## config.mk

```make
export PLATFORM = sky130hd
export DESIGN_NAME = nybble_run_code_emitter_core
export DESIGN_NICKNAME = d
export VERILOG_FILES = /design/src/rtl/nrce_pkg.sv /design/src/rtl/nybble_run_code_emitter_core.sv /design/src/rtl/nrce_code_mem.sv /design/src/rtl/nrce_run_tracker.sv /design/src/rtl/nrce_packer.sv
export SDC_FILE = /design/constraint.sdc
export NUM_CORES = 2
export LEC_CHECK = 0
export ABC_AREA = 0
export BUFFER_PORTS_ARGS = -buffer_cell sky130_fd_sc_hd__buf_2
export CAP_MARGIN = 30
export CORE_MARGIN = 1
export CORE_UTILIZATION = 35
export CTS_BUF_LIST = sky130_fd_sc_hd__clkbuf_2 sky130_fd_sc_hd__clkbuf_4 sky130_fd_sc_hd__clkbuf_8
export DETAILED_ROUTE_END_ITERATION = 8
export PLACE_DENSITY = 0.59
export SLEW_MARGIN = 20
export SYNTH_ARGS = -nofsm -noshare
export SYNTH_HDL_FRONTEND = slang
export SYNTH_HIERARCHICAL = 1
export SYNTH_SLANG_ARGS = --single-unit
```

## constraint.sdc

```tcl
create_clock -name clk -period 6.3 [get_ports clk]
set_input_delay 0.63 -clock clk [delete_from_list [all_inputs] [get_ports clk]]
set_output_delay 0.63 -clock clk [all_outputs]
set_load 0.1 [all_outputs]
```

## src/rtl/nrce_pkg.sv

```systemverilog
`default_nettype none

package nrce_pkg;

    localparam int TABLE_DEPTH = 128;
    localparam int TABLE_AW    = $clog2(TABLE_DEPTH);
    localparam int ENTRY_W     = 12;
    localparam int HIST_DEPTH  = 4;
    localparam int HIST_AW     = $clog2(HIST_DEPTH);
    localparam int CNT_W       = 4;

    // Longest run code: the inline form, six prefix ones, length-1, nybble.
    localparam int          RUN_BITS_W    = 13;
    localparam logic [5:0]  INLINE_PREFIX = 6'h3F;
    localparam logic [3:0]  INLINE_LEN    = 4'd13;
    localparam logic [3:0]  MAX_CODE_LEN  = 4'd8;

    // Bit buffer of the packer: holds at most seven pending bits plus two full runs.
    localparam int ACC_W     = 40;
    localparam int ACC_CNT_W = 6;

    localparam logic [1:0] FUNC_LOAD = 2'd0;
    localparam logic [1:0] FUNC_DATA = 2'd1;
    localparam logic [1:0] FUNC_EOS  = 2'd2;

    localparam logic REG_XOR_MODE = 1'b0;
    localparam logic REG_PAD      = 1'b1;

    typedef struct packed {
        logic [1:0] func;
        logic [7:0] data_byte;
        logic [6:0] entry_index;
        logic [7:0] entry_code;
        logic [3:0] entry_length;
    } in_item_t;

    typedef struct packed {
        logic [7:0] out_byte;
        logic       last_of_run;
    } out_item_t;

    typedef struct packed {
        logic       vld;
        logic [3:0] digit;
        logic [2:0] len_m1;
    } run_evt_t;

    typedef struct packed {
        run_evt_t         evt;
        logic [3:0]       digit;
        logic [CNT_W-1:0] count;
    } step_t;

    // Stage between the run tracker and the packer.
    typedef struct packed {
        logic     eos;
        run_evt_t run0;
        run_evt_t run1;
    } stage_t;

    // Adds one nybble to the open run. At most one run closes per nybble.
    function automatic step_t nybble_step(logic [3:0] digit, logic [CNT_W-1:0] count,
                                          logic [3:0] n, logic [CNT_W-1:0] max_len);
        step_t            s;
        logic [CNT_W-1:0] c;
        s = '0;
        c = count;
        if (count != '0 && n != digit)
        begin
            s.evt.vld    = 1'b1;
            s.evt.digit  = digit;
            s.evt.len_m1 = 3'(count - CNT_W'(1));
            c            = '0;
        end
        c = c + CNT_W'(1);
        s.digit = n;
        if (c >= max_len)
        begin
            s.evt.vld    = 1'b1;
            s.evt.digit  = n;
            s.evt.len_m1 = 3'(c - CNT_W'(1));
            c            = '0;
        end
        s.count = c;
        return s;
    endfunction

endpackage

`default_nettype wire

```

## src/rtl/nybble_run_code_emitter_core.sv

```systemverilog
// Nybble run code emitter.
// Input channel (item_valid, item_stall, item): an item either loads one entry
// of the 128-entry code table, carries one data byte, or ends the stream. Data
// bytes are split into nybbles, equal nybbles form runs of up to
// MAX_RUN_LENGTH, and every closed run is sent as its table code, or inline
// when the entry's length is zero. Output channel (code_valid, code_stall,
// code) carries the packed bytes, first bit in the MSB; last_of_run marks the
// final byte caused by an input item. End of stream sends the open run and
// the partial byte, and clears the run, the bit buffer and the XOR history.
// A data item is registered into the stage register together with its table
// reads; the packer then merges its runs into the bit buffer, and bytes
// leave through the output register. The packer takes the next item only
// once fewer than eight bits are pending and no final byte waits, and it
// shifts out an item's bytes (0 to 4) at one byte per cycle while the output
// is not stalled. A stalled output holds its byte; the packer then fills, the
// stage register fills, and item_stall rises. Reset clears control state,
// the history and the bit buffer; the stage, output and read-data registers
// keep no reset value, and the code table keeps no reset value and must be loaded.
`default_nettype none

module nybble_run_code_emitter_core
    import nrce_pkg::*;
#(
    parameter int MAX_RUN_LENGTH = 8
)
(
    input  wire logic        clk,
    input  wire logic        rst_n,
    input  wire logic        item_valid,
    output logic             item_stall,
    input  wire in_item_t    item,
    output logic             code_valid,
    input  wire logic        code_stall,
    output out_item_t        code,
    input  wire logic        psel,
    input  wire logic        penable,
    input  wire logic        pwrite,
    input  wire logic [2:0]  paddr,
    input  wire logic [31:0] pwdata,
    output logic      [31:0] prdata,
    output logic             pready
);

    logic xor_mode_reg, xor_mode_next;
    logic pad_reg, pad_next;
    logic cfg_write;

    logic                stage_take;
    logic                stage_valid;
    stage_t              stage;
    logic                mem_we;
    logic [TABLE_AW-1:0] mem_waddr;
    logic [ENTRY_W-1:0]  mem_wdata;
    logic                mem_re;
    logic [TABLE_AW-1:0] mem_raddr0;
    logic [TABLE_AW-1:0] mem_raddr1;
    logic [ENTRY_W-1:0]  rdata0;
    logic [ENTRY_W-1:0]  rdata1;

    assign pready    = 1'b1;
    assign cfg_write = psel && penable && pwrite && pready;

    always_comb
    begin
        xor_mode_next = xor_mode_reg;
        pad_next      = pad_reg;
        if (cfg_write)
        begin
            case (paddr[2])
                REG_XOR_MODE: xor_mode_next = pwdata[0];
                REG_PAD:      pad_next      = pwdata[0];
                default:      ;
            endcase
        end
    end

    always_comb
    begin
        case (paddr[2])
            REG_XOR_MODE: prdata = {31'd0, xor_mode_reg};
            REG_PAD:      prdata = {31'd0, pad_reg};
            default:      prdata = 32'd0;
        endcase
    end

    always_ff @(posedge clk or negedge rst_n)
    begin
        if (!rst_n)
        begin
            xor_mode_reg <= 1'b0;
            pad_reg      <= 1'b0;
        end
        else
        begin
            xor_mode_reg <= xor_mode_next;
            pad_reg      <= pad_next;
        end
    end

    nrce_run_tracker #(
        .MAX_RUN_LENGTH (MAX_RUN_LENGTH)
    ) u_tracker (
        .clk         (clk),
        .rst_n       (rst_n),
        .item_valid  (item_valid),
        .item_stall  (item_stall),
        .item        (item),
        .xor_mode    (xor_mode_reg),
        .stage_take  (stage_take),
        .stage_valid (stage_valid),
        .stage       (stage),
        .mem_we      (mem_we),
        .mem_waddr   (mem_waddr),
        .mem_wdata   (mem_wdata),
        .mem_re      (mem_re),
        .mem_raddr0  (mem_raddr0),
        .mem_raddr1  (mem_raddr1)
    );

    nrce_code_mem u_mem (
        .clk    (clk),
        .we     (mem_we),
        .waddr  (mem_waddr),
        .wdata  (mem_wdata),
        .re     (mem_re),
        .raddr0 (mem_raddr0),
        .raddr1 (mem_raddr1),
        .rdata0 (rdata0),
        .rdata1 (rdata1)
    );

    nrce_packer u_packer (
        .clk            (clk),
        .rst_n          (rst_n),
        .pad_final_byte (pad_reg),
        .stage_valid    (stage_valid),
        .stage          (stage),
        .rdata0         (rdata0),
        .rdata1         (rdata1),
        .stage_take     (stage_take),
        .code_valid     (code_valid),
        .code_stall     (code_stall),
        .code           (code)
    );

endmodule

`default_nettype wire

```

## src/rtl/nrce_code_mem.sv

```systemverilog
`default_nettype none

module nrce_code_mem
    import nrce_pkg::*;
(
    input  wire logic                clk,
    input  wire logic                we,
    input  wire logic [TABLE_AW-1:0] waddr,
    input  wire logic [ENTRY_W-1:0]  wdata,
    input  wire logic                re,
    input  wire logic [TABLE_AW-1:0] raddr0,
    input  wire logic [TABLE_AW-1:0] raddr1,
    output logic      [ENTRY_W-1:0]  rdata0,
    output logic      [ENTRY_W-1:0]  rdata1
);

    logic [ENTRY_W-1:0] mem [TABLE_DEPTH];
    logic [ENTRY_W-1:0] rdata0_reg;
    logic [ENTRY_W-1:0] rdata1_reg;

    always_ff @(posedge clk)
    begin
        if (we)
        begin
            mem[waddr] <= wdata;
        end
    end

    always_ff @(posedge clk)
    begin
        if (re)
        begin
            rdata0_reg <= mem[raddr0];
            rdata1_reg <= mem[raddr1];
        end
    end

    assign rdata0 = rdata0_reg;
    assign rdata1 = rdata1_reg;

endmodule

`default_nettype wire

```

## src/rtl/nrce_run_tracker.sv

```systemverilog
`default_nettype none

module nrce_run_tracker
    import nrce_pkg::*;
#(
    parameter int MAX_RUN_LENGTH = 8
)
(
    input  wire logic                clk,
    input  wire logic                rst_n,
    input  wire logic                item_valid,
    output logic                     item_stall,
    input  wire in_item_t            item,
    input  wire logic                xor_mode,
    input  wire logic                stage_take,
    output logic                     stage_valid,
    output stage_t                   stage,
    output logic                     mem_we,
    output logic      [TABLE_AW-1:0] mem_waddr,
    output logic      [ENTRY_W-1:0]  mem_wdata,
    output logic                     mem_re,
    output logic      [TABLE_AW-1:0] mem_raddr0,
    output logic      [TABLE_AW-1:0] mem_raddr1
);

    localparam logic [CNT_W-1:0] MaxLen = CNT_W'(MAX_RUN_LENGTH);

    logic [7:0]         hist_reg [HIST_DEPTH];
    logic [7:0]         hist_next [HIST_DEPTH];
    logic [HIST_AW-1:0] ptr_reg, ptr_next;
    logic [3:0]         digit_reg, digit_next;
    logic [CNT_W-1:0]   count_reg, count_next;
    logic               stage_vld_reg, stage_vld_next;
    stage_t             stage_reg, stage_next;

    logic               accept;
    logic               stage_load;
    logic [7:0]         value;
    step_t              step_hi;
    step_t              step_lo;

    assign item_stall = stage_vld_reg && !stage_take;
    assign accept     = item_valid && !item_stall;

    assign value   = item.data_byte ^ (xor_mode ? hist_reg[ptr_reg] : 8'h00);
    assign step_hi = nybble_step(digit_reg, count_reg, value[7:4], MaxLen);
    assign step_lo = nybble_step(step_hi.digit, step_hi.count, value[3:0], MaxLen);

    always_comb
    begin
        hist_next      = hist_reg;
        ptr_next       = ptr_reg;
        digit_next     = digit_reg;
        count_next     = count_reg;
        stage_next     = stage_reg;
        stage_load     = 1'b0;
        mem_we         = 1'b0;

        if (accept)
        begin
            case (item.func)
                FUNC_LOAD:
                begin
                    mem_we = 1'b1;
                end
                FUNC_DATA:
                begin
                    stage_load         = 1'b1;
                    hist_next[ptr_reg] = item.data_byte;
                    ptr_next           = ptr_reg + HIST_AW'(1);
                    digit_next         = step_lo.digit;
                    count_next         = step_lo.count;
                    stage_next.eos     = 1'b0;
                    stage_next.run0    = step_hi.evt;
                    stage_next.run1    = step_lo.evt;
                end
                FUNC_EOS:
                begin
                    stage_load             = 1'b1;
                    stage_next.eos         = 1'b1;
                    stage_next.run0.vld    = (count_reg != '0);
                    stage_next.run0.digit  = digit_reg;
                    stage_next.run0.len_m1 = 3'(count_reg - CNT_W'(1));
                    stage_next.run1        = '0;
                    for (int i = 0; i < HIST_DEPTH; i++)
                    begin
                        hist_next[i] = 8'h00;
                    end
                    ptr_next   = '0;
                    digit_next = 4'h0;
                    count_next = '0;
                end
                default:
                begin
                    // Unused code: the item is taken and dropped.
                end
            endcase
        end

        if (stage_load)
        begin
            stage_vld_next = 1'b1;
        end
        else if (stage_take)
        begin
            stage_vld_next = 1'b0;
        end
        else
        begin
            stage_vld_next = stage_vld_reg;
        end
    end

    always_ff @(posedge clk or negedge rst_n)
    begin
        if (!rst_n)
        begin
            for (int i = 0; i < HIST_DEPTH; i++)
            begin
                hist_reg[i] <= 8'h00;
            end
            ptr_reg       <= '0;
            digit_reg     <= 4'h0;
            count_reg     <= '0;
            stage_vld_reg <= 1'b0;
        end
        else
        begin
            hist_reg      <= hist_next;
            ptr_reg       <= ptr_next;
            digit_reg     <= digit_next;
            count_reg     <= count_next;
            stage_vld_reg <= stage_vld_next;
        end
    end

    always_ff @(posedge clk)
    begin
        stage_reg <= stage_next;
    end

    // The table is read together with the stage load, so the read data and
    // the stage register always belong to the same item.
    assign mem_re      = stage_load;
    assign mem_raddr0  = {stage_next.run0.digit, stage_next.run0.len_m1};
    assign mem_raddr1  = {stage_next.run1.digit, stage_next.run1.len_m1};
    assign mem_waddr   = item.entry_index;
    assign mem_wdata   = {item.entry_code, item.entry_length};
    assign stage_valid = stage_vld_reg;
    assign stage       = stage_reg;

    a_open_run_short: assert property (@(posedge clk) disable iff (!rst_n)
        count_reg < MaxLen)
        else $error("open run reached the length limit without being sent");

    a_stage_holds: assert property (@(posedge clk) disable iff (!rst_n)
        stage_vld_reg && !stage_take |=> stage_vld_reg && $stable(stage_reg))
        else $error("stage register changed while the packer held it off");

endmodule

`default_nettype wire

```

## src/rtl/nrce_packer.sv

```systemverilog
`default_nettype none

module nrce_packer
    import nrce_pkg::*;
(
    input  wire logic               clk,
    input  wire logic               rst_n,
    input  wire logic               pad_final_byte,
    input  wire logic               stage_valid,
    input  wire stage_t             stage,
    input  wire logic [ENTRY_W-1:0] rdata0,
    input  wire logic [ENTRY_W-1:0] rdata1,
    output logic                    stage_take,
    output logic                    code_valid,
    input  wire logic               code_stall,
    output out_item_t               code
);

    typedef struct packed {
        logic [RUN_BITS_W-1:0] bits;
        logic [3:0]            len;
    } run_bits_t;

    // Turns a run into left-aligned code bits and a length: its table code, or inline when the entry length is 0.
    function automatic run_bits_t run_bits(run_evt_t e, logic [ENTRY_W-1:0] ent);
        run_bits_t   r;
        logic [3:0]  len;
        logic [15:0] tmp;
        r   = '0;
        len = ent[3:0];
        tmp = '0;
        if (e.vld)
        begin
            if (len == 4'd0)
            begin
                r.bits = {INLINE_PREFIX, e.len_m1, e.digit};
                r.len  = INLINE_LEN;
            end
            else
            begin
                if (len > MAX_CODE_LEN)
                begin
                    len = MAX_CODE_LEN;
                end
                tmp    = {8'h00, ent[11:4]} << (5'd16 - {1'b0, len});
                r.bits = tmp[15:3];
                r.len  = len;
            end
        end
        return r;
    endfunction

    logic [ACC_W-1:0]     acc_reg, acc_next;
    logic [ACC_CNT_W-1:0] cnt_reg, cnt_next;
    logic                 flush_reg, flush_next;
    logic                 out_vld_reg, out_vld_next;
    out_item_t            out_reg, out_next;

    run_bits_t            rb0;
    run_bits_t            rb1;
    logic [ACC_W-1:0]     wide0;
    logic [ACC_W-1:0]     wide1;
    logic [ACC_CNT_W-1:0] total;
    logic [ACC_CNT_W-1:0] cnt_left;
    logic                 out_free;

    assign rb0      = run_bits(stage.run0, rdata0);
    assign rb1      = run_bits(stage.run1, rdata1);
    assign wide0    = {rb0.bits, (ACC_W - RUN_BITS_W)'(0)};
    assign wide1    = {rb1.bits, (ACC_W - RUN_BITS_W)'(0)};
    assign total    = cnt_reg + ACC_CNT_W'(rb0.len) + ACC_CNT_W'(rb1.len);
    assign cnt_left = cnt_reg - ACC_CNT_W'(8);
    assign out_free = !out_vld_reg || !code_stall;

    always_comb
    begin
        acc_next     = acc_reg;
        cnt_next     = cnt_reg;
        flush_next   = flush_reg;
        out_next     = out_reg;
        out_vld_next = out_vld_reg && code_stall;
        stage_take   = 1'b0;

        if (cnt_reg >= ACC_CNT_W'(8))
        begin
            if (out_free)
            begin
                out_vld_next         = 1'b1;
                out_next.out_byte    = acc_reg[ACC_W-1 -: 8];
                out_next.last_of_run = (cnt_left < ACC_CNT_W'(8)) && !flush_reg;
                acc_next             = acc_reg << 8;
                cnt_next             = cnt_left;
            end
        end
        else if (flush_reg)
        begin
            // Final byte of a stream: pending bits left-aligned, zeros below.
            if (out_free)
            begin
                out_vld_next         = 1'b1;
                out_next.out_byte    = acc_reg[ACC_W-1 -: 8];
                out_next.last_of_run = 1'b1;
                acc_next             = '0;
                cnt_next             = '0;
                flush_next           = 1'b0;
            end
        end
        else if (stage_valid)
        begin
            stage_take = 1'b1;
            acc_next   = acc_reg | (wide0 >> cnt_reg)
                                 | (wide1 >> (cnt_reg + ACC_CNT_W'(rb0.len)));
            cnt_next   = total;
            flush_next = stage.eos && ((total[2:0] != 3'd0) || pad_final_byte);
        end
    end

    always_ff @(posedge clk or negedge rst_n)
    begin
        if (!rst_n)
        begin
            acc_reg     <= '0;
            cnt_reg     <= '0;
            flush_reg   <= 1'b0;
            out_vld_reg <= 1'b0;
        end
        else
        begin
            acc_reg     <= acc_next;
            cnt_reg     <= cnt_next;
            flush_reg   <= flush_next;
            out_vld_reg <= out_vld_next;
        end
    end

    always_ff @(posedge clk)
    begin
        out_reg <= out_next;
    end

    assign code_valid = out_vld_reg;
    assign code       = out_reg;

    a_cnt_bound: assert property (@(posedge clk) disable iff (!rst_n)
        cnt_reg <= ACC_CNT_W'(33))
        else $error("bit buffer holds more bits than two runs and a partial byte");

    a_empty_clean: assert property (@(posedge clk) disable iff (!rst_n)
        cnt_reg == '0 |-> acc_reg == '0)
        else $error("empty bit buffer still holds set bits");

    a_flush_bound: assert property (@(posedge clk) disable iff (!rst_n)
        flush_reg |-> cnt_reg <= ACC_CNT_W'(20))
        else $error("end of stream left more bits than one run and a partial byte");

endmodule

`default_nettype wire

```

; Word-level counts from Yosys, hierarchy flattened
; Memories as Yosys holds them, arrays and structs flattened. A register that Yosys moved wholly into a read port is not among the register bits.
; Cells that the tools add are included.
; W data, S select, Z words.
[word_totals]
ff_bits = 119
ram_bits = 1536
memories = 1
[mem_list]
columns = name, words, width, read_ports, rd_ports_with_merged_regs, write_ports, line_no
row1 = u_mem.mem, 128, 12, 2, 2, 1, nrce_code_mem.sv:17  ; logic [ENTRY_W-1:0] mem [TABLE_DEPTH];
[op_classes]
n_lt_le_gt_ge = 8
n_reduce_logical = 33
eq_ne = 6
n_mux = 63
n_addsub = 12
bitwise_logic = 5
shifts = 4
[ops]
columns = operator, count
row1 = $mux W40, 5
row2 = $pmux W32 S2, 2
row3 = $or A40 B40 Y40, 2
row4 = $shr A40 B6 Y40, 2
row5 = $mux W17, 4
row6 = $mux W8, 8
row7 = $mux W4, 10
row8 = $mux W9, 4
row9 = $pmux W17 S2, 1
row10 = $bwmux W32, 1
row11 = $shl A8 B5 Y16, 2
row12 = $mux W6, 5
row13 = $mux W1, 17
row14 = $bmux W8 S2, 1
row15 = $demux W8 S2, 1
row16 = $pmux W4 S2, 2
row17 = $mux W15, 1
row18 = $add A6 B4 Y6, 2
row19 = $sub A3 B1 Y3 const B, 4
row20 = $logic_and A1 B1 Y1, 10
row21 = $sub A5 B4 Y5 const A, 2
row22 = $add A4 B1 Y4 const B, 2
row23 = $ge A4 B4 Y1 const B, 2
row24 = $gt A4 B4 Y1 const B, 2
row25 = 25 further kinds, 39

; Logic depth before layout (Yosys ltp)
[depth]
ltp_word = 20
depth_mapped = 25
depth_no_buf = 16

; Hierarchy
; The synthesis kept the hierarchy.
[by_module_without_submodules]
columns = mod, seq_area_each_um2, area_each_um2, instances, cells_each
row1 = nrce_code_mem, 46844.9, 71609.9, 1, 3005
row2 = nrce_packer, 1471.4, 6324.8, 1, 823
row3 = nrce_run_tracker, 1446.4, 3723.6, 1, 416
row4 = nybble_run_code_emitter_core, 50.0, 346.6, 1, 41

; Least setup slack after synthesis
; OpenSTA, ideal clock, no wires.
[synth_timing]
path_type = reg2reg
start = reg u_packer.cnt_reg[4]
end = reg u_mem.rdata0_reg[0] (netlist: u_mem/rdata0[0]), read port of u_mem.mem, data pin
setup_time_ns = 0.260
setup_slack_ns = -0.539
required_time_ns = 6.040
stages_incl_launch_ff = 24
path_buffers = 8
t_arrival_ns = 6.579
cell_sequence = dfrtp_1 -> clkbuf_1 -> clkinv_1 -> ha_1 -> or4b_1 -> and2_1 -> buf_2 -> nand2_1 -> or2_1 -> clkbuf_2 -> inv_2 -> clkbuf_1 -> nand2b_1 -> nand3_1 -> inv_1 -> clkbuf_1 -> clkbuf_1 -> o21a_1 -> buf_2 -> buf_1 -> mux4_2 -> mux4_2 -> mux4_2 -> mux2_2
[synth_between]
elab_chain_len = 7
word_cells_on_any_way = 8
classes_between = order compare (1) / mux (3) / reduce/logical (4)
[synth_lines]
columns = element, line_no
row1 = start: declaration, nrce_packer.sv:54  ; logic [ACC_CNT_W-1:0] cnt_reg, cnt_next;
row2 = start signal: assignment, nrce_packer.sv:130  ; cnt_reg <= cnt_next;
row3 = $ge A6 B4 Y1, nrce_packer.sv:84  ; if (cnt_reg >= ACC_CNT_W'(8))
row4 = $mux W1, nrce_packer.sv:84
row5 = net stage_take, nybble_run_code_emitter_core.sv:48  ; logic stage_take;
row6 = $logic_not A1 Y1, nrce_run_tracker.sv:42  ; assign item_stall = stage_vld_reg && !stage_take;
row7 = $logic_and A1 B1 Y1, nrce_run_tracker.sv:42
row8 = $logic_not A1 Y1, nrce_run_tracker.sv:43  ; assign accept = item_valid && !item_stall;
row9 = $logic_and A1 B1 Y1, nrce_run_tracker.sv:43
row10 = $mux W1, nrce_run_tracker.sv:59  ; if (accept)
row11 = net mem_re, nybble_run_code_emitter_core.sv:54  ; logic mem_re;
row12 = end: declaration, nrce_code_mem.sv:18  ; logic [ENTRY_W-1:0] rdata0_reg;
; The timed path passes the listed nets, and every way through them passes these cells.
; A chain may end at the register's enable or synchronous reset.

; Worst setup path in the final report
[layout_timing]
start = reg u_tracker.ptr_reg[0]
end = reg u_mem.rdata1_reg[0] (netlist: u_mem/rdata1[0]), read port of u_mem.mem, data pin
[layout_between]
elab_chain_len = 20
word_cells_on_any_way = 24
classes_between = add/sub (4) / order compare (2) / eq/ne (2) / mux (11) / bitwise (2) / reduce/logical (3)
[layout_lines]
columns = element, line_no
row1 = start: declaration, nrce_run_tracker.sv:30  ; logic [HIST_AW-1:0] ptr_reg, ptr_next;
row2 = start signal: assignment, nrce_run_tracker.sv:130  ; ptr_reg <= ptr_next;
row3 = $not A2 Y3 (implied by the code) *, nrce_run_tracker.sv:45  ; assign value = item.data_byte ^ (xor_mode ? hist_reg[ptr_reg] : 8'h00);
row4 = $bmux W8 S2 *, nrce_run_tracker.sv:45
row5 = $mux W8 (implied by the code) * (2 in a row), nrce_run_tracker.sv:45
row6 = $mux W8 *, nrce_run_tracker.sv:45
row7 = $xor A8 B8 Y8 *, nrce_run_tracker.sv:45
row8 = $ne A4 B4 Y1, nrce_pkg.sv:68  ; if (count != '0 && n != digit)
row9 = $logic_and A1 B1 Y1, nrce_pkg.sv:68
row10 = $mux W4, nrce_pkg.sv:68
row11 = [4 not listed], --
row12 = $logic_and A1 B1 Y1, nrce_pkg.sv:68
row13 = $mux W4, nrce_pkg.sv:68
row14 = $add A4 B1 Y4, nrce_pkg.sv:75  ; c = c + CNT_W'(1);
row15 = $ge A4 B4 Y1 or $sub A3 B1 Y3 (tied branches), "nrce_pkg.sv:77, nrce_pkg.sv:81"
row16 = $mux W8 *, nrce_pkg.sv:77  ; if (c >= max_len)
row17 = $pmux W17 S2 *, nrce_run_tracker.sv:61  ; case (item.func)
row18 = $mux W15 *, nrce_run_tracker.sv:59
row19 = net mem_raddr1[0], nybble_run_code_emitter_core.sv:56  ; logic [TABLE_AW-1:0] mem_raddr1;
row20 = end: declaration, nrce_code_mem.sv:19  ; logic [ENTRY_W-1:0] rdata1_reg;
; Mark *: on every way through the listed nets, which the timed path passes. The rest lies on a longest branch. The select of a mux whose other input is x is not followed.

==> results.yml <==
status:
  status: "completed"
logic_synthesis:
  ys_ff_latch: 1679
  ys_types: 112
  synthArstFlopShare_pct: 5.539
  synth_edf_count: 1572
  ys_warn_count: 6
  synth_flop_cell: "edfxtp_1"
  synth_area_mm2: 0.08200
  avgSynthCellArea_um2: 19.14
  yosysSeqAreaShare_pct: 60.74
  syn_inst: 4285
min_path:
  min_from: "item[4]"
  min_to: "u_mem/mem[92][4]"
  holdPathStages: 1
  hold_path.class: "in2reg"
cts:
  cts_tree: "built"
  clk_pin_slew_ns: 0.06
  ctsLongestPathBuffers: 4
  cts_buffers: 308
  cts_sinks: 1679
  cts_max_level: 5
  clock-root-buffer: "clkbuf_8"
  insertion_delay_ns: 1.05
setup_path:
  required_ns: 7.04
  cp_slowest_cell: "mux4_2"
  start_kind: "flop"
  rrSetupSlack_ns: 0.24
  reg2reg_depth: 20
  path_cells: "buf_4, nand2b_4, o22ai_2, xnor2_2, nor4_4, nor2_1, nor2_1, ha_1, nand2b_1, ha_1, a21boi_4, nand2_1, o211ai_1, buf_12, buf_12, buf_12, mux4_2, mux4_2, mux4_2, mux2_2"
  crit_family: "multiplexers"
  worstPathArrival_ns: 6.80
  cp-end-kind: "flop"
  path_buf_inv: 4
  max_stage_delay_ns: 0.60
  cp_max_fo: 18
  path_class: "reg2reg"
  r2r-end: "u_mem/rdata1[0]"
  timing.rr.start: "u_tracker/ptr_reg[0]"
cells_and_area:
  area_delta_synth_final_pct: 14.06
  layout.nets: 4720
  layout_common_cells: "1572 x edfxtp_1, 1014 x mux4_2, 317 x clkbuf_8, 258 x buf_4, 213 x nor2_1"
  final_util_pct: 40.19
  drive_gt1_share_pct: 39.70
  largest_reg_flops: 1536
  final_common_cell: "edfxtp_1"
floorplanning:
  rows: 177
  die_w_um: 486.0
  die_h_um: 486.0
  initial_core_util_pct: 35.23
  num_io_pins: 115
  coreArea_mm2: 0.2328
  fp.dieArea_mm2: 0.2362
sta:
  hold_viol: 0
  fin_tns_setup_ns: 0
  max_freq_ghz: 0.1650
  setup_ws_ns: 0.2385
  fin_skew_ns: 0.08501
  setup_viol: 0
  holdWs_ns: 0.1093
  worstMarginPinSlew_ns: 1.031
  finalCritPeriodShare_pct: 96.21
  grt_setup_unrepaired: "no"
  fin_crit_ns: 6.062
  timing.slew.headroom_pct: 31.24
  drv_slew: 0
place:
  io_buffers: 49
  gp_congestion: 0.9047
  hpwl_um: 153700
  place_ws_ns: 0.1950
job:
  maxCapViolations: 0
drt:
  drc: 0
  drt_iter0_drc: 6000
  viasPerCell: 5.960
  antenna_left: 0
  wl_per_cell_um: 31.07
  num_vias: 47520
  drt_wl_total_um: 247800
  drtPass1Iterations: 5
global_route:
  grt_max_degree: 97
  grt-ovfl-total: 0
  grt_pass1_wl_um: 353100
  grt_pass1_vias: 48380
  grt.total_usage_pct: 20.89
  antenna_found_initial: 28
pwr:
  p_leak_nw: 28.98
  total_power_mw: 42.20
  ir_worst_vdd_mv: 0.4135
  power_density_mw_per_mm2: 451.2
## layout make-up
class | count | area (um2)
repair buffers | 376 | 3566
clock inverters | 118 | 665.6
inverters | 39 | 151.4
fillers | 20690 | 139200
diodes | 16 | 40.04
clock buffers | 395 | 4949
well taps | 3132 | 3919
flip-flops and latches | 1679 | 49810
multi-input cells | 2219 | 30430
## layer usage
layer	GRT usage (%)	vias up	share of wire, %
met2	33.32	2395	48
met1	28.33	25670	40
met5	0	-	0.036
li1	-	19050	-
met4	6.388	14	2.8
met3	4.905	392	9.2
## per-stage QoR
| step | instance area [um2] | std cells |
|---|---|---|
| CTS | 93310 | 7950 |
| detailed placement | 87500 | 7417 |
| global route | 93510 | 7962 |
| finish | 93540 | 7974 |
| global placement | 87470 | 7415 |
| floorplan | 82120 | 4315 |
## synth_stat cells, types with 7 or more instances
library cell	number	share of area [%]
dfrtp_1	93	2.8
o21ai_0	100	0.61
nor2b_1	34	0.26
a22oi_1	12	0.11
o21ai_1	14	0.085
a31oi_1	41	0.31
buf_4	69	0.63
nand3_1	44	0.27
xnor2_1	19	0.20
o211ai_1	19	0.17
nor3_1	36	0.22
xor2_1	23	0.25
clkbuf_1	180	0.82
inv_1	34	0.16
mux2_2	34	0.47
a311oi_1	9	0.096
a21oi_1	82	0.50
a21o_1	7	0.064
nand2_1	147	0.67
o22ai_1	18	0.14
mux4_2	1014	28
nor2_1	218	1.0
a211oi_1	24	0.22
nand2b_1	23	0.18
buf_1	36	0.16
nand4_1	13	0.099
and3_1	15	0.11
buf_2	81	0.49
a221oi_1	20	0.21
o31ai_1	11	0.10
ha_1	24	0.37
mux2i_1	30	0.37
dfxtp_1	14	0.34
and2_1	9	0.069
edfxtp_1	1572	58
buf_6	10	0.14
o32ai_1	7	0.075
## report_power, final
part	switching, mW	internal [mW]	total (mW)
clock network	4.53	5.33	9.86
registers	0.325	12.6	12.9
logic	10.9	8.51	19.4
total	15.7	26.5	42.2
## logic make-up after synthesis
logic type / after synthesis / synth area share (%)
mux: 1081 / 28.76
compound gates: 440 / 3.633
flops: 1679 / 60.74
simple gates: 597 / 3.505
xor+xnor: 43 / 0.4684
buf+inv: 417 / 2.467
fa+ha+maj: 26 / 0.4150
other cells: 2 / 0.009158
## timing repair
item	in CTS	in global routing
setup buffers	0	4
hold endpoints to repair	179	0
resized for setup	0	4
setup endpoints to repair	0	12
hold buffers	20	0
## how the worst max path moves through the flow
stage | end | cells after the start | slack, ns | start
floorplan | u_mem/rdata0[0] | 23 | 0.08 | u_packer/cnt_reg[4]
global placement | u_mem/rdata1[0] | 19 | 0.22 | u_tracker/ptr_reg[1]
detailed placement | u_mem/rdata1[0] | 19 | 0.19 | u_tracker/ptr_reg[1]
CTS | u_mem/rdata1[0] | 19 | 0.13 | u_tracker/ptr_reg[1]
global route | u_mem/rdata1[0] | 20 | 0.003 | u_tracker/ptr_reg[0]
finish | u_mem/rdata1[0] | 20 | 0.24 | u_tracker/ptr_reg[0]
Power figures use the tool's default switching activity.
